`src/design/tlpq_pkg.sv`:
```
package tlpq_pkg;

  // Field widths of one request and one result
  localparam int ID_W     = 31;
  localparam int CODE_W   = 8;
  localparam int QTY_W    = 20;
  localparam int PRICE_W  = 32;
  localparam int REV_W    = 52;
  localparam int STATUS_W = 2;
  localparam int RANK_W   = 2;
  localparam int LEVELS   = 3;

  // Operation codes of a request
  localparam logic OP_ENQ = 1'b0;
  localparam logic OP_DEQ = 1'b1;

  // Result status codes
  typedef enum logic [STATUS_W-1:0] {
    ST_DONE  = 2'd0,
    ST_FULL  = 2'd1,
    ST_EMPTY = 2'd2
  } status_t;

  // Rank codes
  localparam logic [RANK_W-1:0] RANK_NONE    = 2'd0;
  localparam logic [RANK_W-1:0] RANK_BEST    = 2'd1;
  localparam logic [RANK_W-1:0] RANK_DEFAULT = 2'd2;
  localparam logic [RANK_W-1:0] RANK_LOW     = 2'd3;

  // Commands from the controller to the datapath
  typedef struct packed {
    logic capture;    // latch the accepted request
    logic exec;       // update the level queues and start the store access
    logic read_done;  // store read data is valid, form the product
    logic load_out;   // move the finished result into the output register
  } cmd_t;

  // Status from the datapath to the controller
  typedef struct packed {
    logic need_read;  // the latched request is a dequeue of a non-empty queue
    logic out_free;   // the output register can take a result this cycle
  } stat_t;

  // Any code outside the defined ranks falls back to the default rank.
  function automatic logic [RANK_W-1:0] rank_of(input logic [CODE_W-1:0] code);
    logic [RANK_W-1:0] r;
    if (code >= CODE_W'(RANK_BEST) && code <= CODE_W'(RANK_LOW)) begin
      r = code[RANK_W-1:0];
    end else begin
      r = RANK_DEFAULT;
    end
    return r;
  endfunction

endpackage

```
`src/design/tlpq_ctrl.sv`:
```
module tlpq_ctrl (
  input  logic            clk,
  input  logic            rst_n,
  input  logic            in_valid,
  output logic            in_ready,
  input  tlpq_pkg::stat_t stat,
  output tlpq_pkg::cmd_t  cmd
);
  import tlpq_pkg::*;

  typedef enum logic [3:0] {
    S_IDLE = 4'b0001,
    S_EXEC = 4'b0010,
    S_READ = 4'b0100,
    S_DONE = 4'b1000
  } state_t;

  state_t state_r, state_nxt;

  // A new request is taken only when the previous one has left for the output register.
  assign in_ready = (state_r == S_IDLE);

  // Next state and command decode
  always_comb begin
    state_nxt     = state_r;
    cmd           = '0;
    unique case (state_r)
      S_IDLE: begin
        if (in_valid) begin
          cmd.capture = 1'b1;
          state_nxt   = S_EXEC;
        end
      end
      S_EXEC: begin
        cmd.exec  = 1'b1;
        state_nxt = stat.need_read ? S_READ : S_DONE;
      end
      S_READ: begin
        cmd.read_done = 1'b1;
        state_nxt     = S_DONE;
      end
      S_DONE: begin
        if (stat.out_free) begin
          cmd.load_out = 1'b1;
          state_nxt    = S_IDLE;
        end
      end
      default: begin
        state_nxt = S_IDLE;
      end
    endcase
  end

  always_ff @(posedge clk) begin
    if (!rst_n) begin
      state_r <= S_IDLE;
    end else begin
      state_r <= state_nxt;
    end
  end

endmodule

```
`config.mk`:
```
export PLATFORM = sky130hd
export DESIGN_NAME = tlpq_ctrl
export DESIGN_NICKNAME = d
export VERILOG_FILES = /design/src/design/tlpq_pkg.sv /design/src/design/tlpq_ctrl.sv
export SDC_FILE = /design/constraint.sdc
export NUM_CORES = 1
export LEC_CHECK = 0
export BUFFER_PORTS_ARGS = -buffer_cell sky130_fd_sc_hd__buf_2
export CAP_MARGIN = 20
export CORE_AREA = 2 2 39 41
export CTS_CLUSTER_DIAMETER = 120
export DETAILED_ROUTE_END_ITERATION = 7
export DIE_AREA = 0 0 41 43
export HOLD_SLACK_MARGIN = 0.02
export MAX_ROUTING_LAYER = met4
export PLACE_DENSITY_LB_ADDON = 0.05
export SLEW_MARGIN = 15
export SYNTH_ARGS = -nofsm -noshare
export SYNTH_HDL_FRONTEND = slang
export SYNTH_SLANG_ARGS = --single-unit
```
`constraint.sdc`:
```
create_clock -name clk -period 1.83 [get_ports clk]
set_input_delay 0 -clock clk [delete_from_list [all_inputs] [get_ports clk]]
set_output_delay 0 -clock clk [all_outputs]
set_load 0.1 [all_outputs]
```
==> reports/results.env <==
RSZ_0062_RAISED_AFTER_GLOBAL_ROUTING='no'
GROUTE.USAGE.OVERALL=0.123
TIMING.MAX_SLEW.REL_SLACK=0.679
YS_TYPES=17
POST_ROUTE_CELLS_DRIVE_ABOVE_1_SHARE=0.465
SYNTHDOMINANTCELLAREASHARE=0.327
GLOBAL_ROUTE_WIRE_LENGTH_BEFORE_REPAIR_MM=1.26
SETUP_SLACK_NS=0.218
SKEW_PAIR_LATE_INSERTION_DELAY_NS=0.24
SETUP.WORST_PATH.START_CLASS='register'
COUNT_OF_MAPPED_CELLS_OUT_OF_SYNTHESIS=28
CORE_REGION_AREA_MM2=0.00138
TRITONCTS_CLOCK_TREE='done'
LAYOUT-AREA-OVERHEAD-VS-SYNTH_PCT=65.8
CLOCK-ROOT-BUFFER='sky130_fd_sc_hd__clkbuf_4'
NETLIST_AREA_UM2=245
MUXSHAREOFSYNTHAREA=0
START_UTIL=0.177
YOSYS-TOP-CELLS-AREA='sky130_fd_sc_hd__dfxtp_1 33%, sky130_fd_sc_hd__nor3b_1 12%, sky130_fd_sc_hd__o221ai_1 7.1%'
FINALHOLDWORSTSLACK_NS=0.0690
CRIT_REQUIRED_NS=1.83
CP-END-KIND='output pin'
SETUP.REG_TO_REG.WORST_SLACK_NS=0.46
WIRELENGTH_MET1_UM=318
SYNTH_LARGEST_AREA_CELL='sky130_fd_sc_hd__dfxtp_1'
DIE_AREA_MM2=0.00176
LARGEST_REG_FLOPS=4
CRIT_TYPE='reg2out'
HIGHEST-SIGNAL-LAYER='met4'
CAP_VIOL_MAX_COUNT=0
DETAIL_ROUTE.ITER0.VIOLATIONS=5
REGTOREGSTARTPOINT='state_r[1]$_SDFFE_PN0P_'
POST-ROUTE-DRC-COUNT=0
LAYOUT_MIN_CYCLE_TIME_NS=1.61
WORST_R2R_PATH_DEPTH=3
FRACTION_OF_THE_YOSYS_AREA_TAKEN_BY_SEQUENTIAL_CELLS=0.327
YS.WARNINGS.COUNT=0
DETAILEDPLACEMENTHPWL_UM=570
TIMING.CRITICAL_PATH.SLOWEST_STAGE_CELL='sky130_fd_sc_hd__dfxtp_1'
HOLD-PATH-CELL-COUNT=2
SYNTH.FF_LATCH_COUNT=4
SYNTH_TOP_FAMILY_BY_AREA='simple AND/OR/NAND/NOR gates'
CTS_INSERTED_BUFFERS=3
WL_PER_CELL_UM=12.7
WORST_HOLD_PATH.ENDPOINT='state_r[1]$_SDFFE_PN0P_'
FINAL-SETUP-VIOL-COUNT=0
TIMING.HOLD.WORST.START='in_valid'
MET3ROUTEDLENGTH_UM=35
MET2ROUTEDLENGTH_UM=352
FMAX_GHz=0.621
SYN_AREA_PER_CELL_UM2=8.76
GRT.OVERFLOW.TOTAL=0
TIMING_HOLD_VIOLATIONS_FINAL=0
MAXIMUM_NUMBER_OF_PINS_ON_ONE_NET_BEFORE_GLOBAL_ROUTE_REPAIR=10
MOST_FREQUENT_STANDARD_CELL_IN_THE_LAYOUT_EXCLUDING_FILL_AND_TAP_CELLS='sky130_fd_sc_hd__buf_2'
CRITICAL_PATH_PEAK_FANOUT=8
NUM_IO_PINS=10
PLACE_CONGESTION=0.763
DIE-HEIGHT_UM=43
SYNTH_XOR_AREA_FRAC=0
SYNTH_FP_NETS=33
POST-ROUTE-PERIOD-UTIL=0.881
COMMONEST_CELLS_AFTER_ROUTING_FILL_AND_TAPS_ASIDE='7 x sky130_fd_sc_hd__buf_2, 4 x sky130_fd_sc_hd__dfxtp_1, 3 x sky130_fd_sc_hd__nor3b_1, 3 x sky130_fd_sc_hd__clkbuf_4'
ROUTE.DETAILED.VIAS_PER_INST=4.75
GRT_PASS1_VIAS=279
SYNTH_COMPOUND_GATE_AREA_SHARE=0.209
STATUS='complete, no violations'
LEAKAGE_nW=0.170
FIRST_PASS_ITERS=4
WORST_PIN_SLEW_NS=0.484
CP_CELL_SEQUENCE='nor2b_1, nor3b_4, buf_2'
POST_SYNTHESIS_SHARE_OF_CELL_AREA_SPENT_ON_AND_OR_NAND_AND_NOR_GATES=0.388
CLOCK-SKEW-FINAL_NS=0.00507
CTS_BUFFER_DEPTH=2
MAX_H_TREE_LEVEL=1
STD_CELL_ROWS=14
NNETSFINAL=50
VIAS=280
POWER.IR.VDD_WORST_mV=0.386
SYNTH_FA_HA_AREA_FRAC=0
CLOCK_SINK_COUNT=4
TOTALWIRELENGTH_UM=752
GRT_ANTENNA_BEFORE_REPAIR=0
POWER_DENSITY_mW_PER_MM2=1170
REGMOSTFLOPS='state_r'
LAYOUT_TOP_REGISTERS='state_r x4'
WORST_SETUP_HOLD_PATH_CLK_SLEW_NS=0.04
FINAL-MAX-SLEW-VIOLATION-COUNT=0
MIN-DELAY-PATH-CLASS='in2reg'
SIGNAL_ARRIVAL_TIME_AT_THE_WORST_ENDPOINT_NS=1.61
PORT-BUFFER-COUNT=9
INSERTEDDIODECOUNT=0
PLACE_WS_NS=0.464
TIMING.CRITICAL_PATH.SLOWEST_CELL_DELAY_NS=0.46
FINAL_ANTENNA_NET_COUNT=0
R2R_END='state_r[3]$_SDFFE_PN0P_'
DIE_W_UM=41
[layer usage]
layer  global-route usage  vias up
met2                0.147       10
met4                0.160        0
met5                    -        -
li1                     -      139
met3               0.0314        4
met1                0.137      127
[cells in the mapped netlist]
master                     number
sky130_fd_sc_hd__nor3_1         2
sky130_fd_sc_hd__dfxtp_1        4
sky130_fd_sc_hd__and2_1         2
sky130_fd_sc_hd__nor4_1         1
sky130_fd_sc_hd__and3_1         2
sky130_fd_sc_hd__inv_1          1
sky130_fd_sc_hd__a21oi_1        2
sky130_fd_sc_hd__inv_2          1
sky130_fd_sc_hd__nor2b_1        1
sky130_fd_sc_hd__o21ai_0        1
sky130_fd_sc_hd__or4b_4         1
sky130_fd_sc_hd__o221ai_1       2
sky130_fd_sc_hd__nand2_1        1
sky130_fd_sc_hd__buf_6          1
sky130_fd_sc_hd__o311a_2        1
sky130_fd_sc_hd__o21bai_1       1
sky130_fd_sc_hd__nor3b_1        4
[logic make-up (layout without fill, tap and decap cells)]
group,after synthesis,count (layout)
AND/OR/NAND/NOR,14,14
AO/OA/AOI/OAI,7,7
flip-flops,4,4
buffers and inverters,3,18
[cell type report]
class / instances / area [um^2]
Fill cell: 156 / 977
Multi-Input combinational cell: 21 / 166
Timing Repair Buffer: 13 / 110
Clock buffer: 3 / 22.5
Tap cell: 16 / 20.0
Inverter: 2 / 7.51
Sequential cell: 4 / 80.1
[where the power goes]
part           total (W)  switching (W)  internal, W
sequential      0.000112      0.0000136    0.0000979
combinational   0.000251       0.000152    0.0000990
clock           0.000113      0.0000392    0.0000736
[through the flow]
stage	std cells	util	cell area [um^2]	TNS, ns	total power, W
global placement	54	0.263	364	0	0.000360
CTS	59	0.294	407	0	0.000476
finish	59	0.294	407	0	0.000475
floorplan	28	-	265	-0.318	0.000287
detailed placement	54	0.263	364	0	0.000360
global route	59	0.294	407	0	0.000499
[critical path: cells and delay by family (launching register included)]
family | cells | cell delay (ns)
flip-flops | 1 | 0.46
AND/OR/NAND/NOR | 2 | 0.46
buffers and inverters | 1 | 0.45
[how the worst max path moves through the flow]
stage                                  startpoint  endpoint  slack [ns]  cells past startpoint
after floorplan           state_r[0]$_SDFFE_PN1P_    cmd[0]       -0.32                      2
after global placement    state_r[1]$_SDFFE_PN0P_    cmd[3]        0.50                      4
after detailed placement  state_r[1]$_SDFFE_PN0P_    cmd[2]        0.46                      3
after CTS                 state_r[1]$_SDFFE_PN0P_    cmd[2]        0.22                      3
after global routing      state_r[0]$_SDFFE_PN1P_    cmd[1]        0.12                      4
final                     state_r[1]$_SDFFE_PN0P_    cmd[2]        0.22                      3
[repair_timing]
item,in CTS,in global routing
gates resized for setup,0,0
hold buffers,2,0
endpoints found under the hold margin,2,0
setup buffers,0,0
Power figures use the tool's default switching activity.
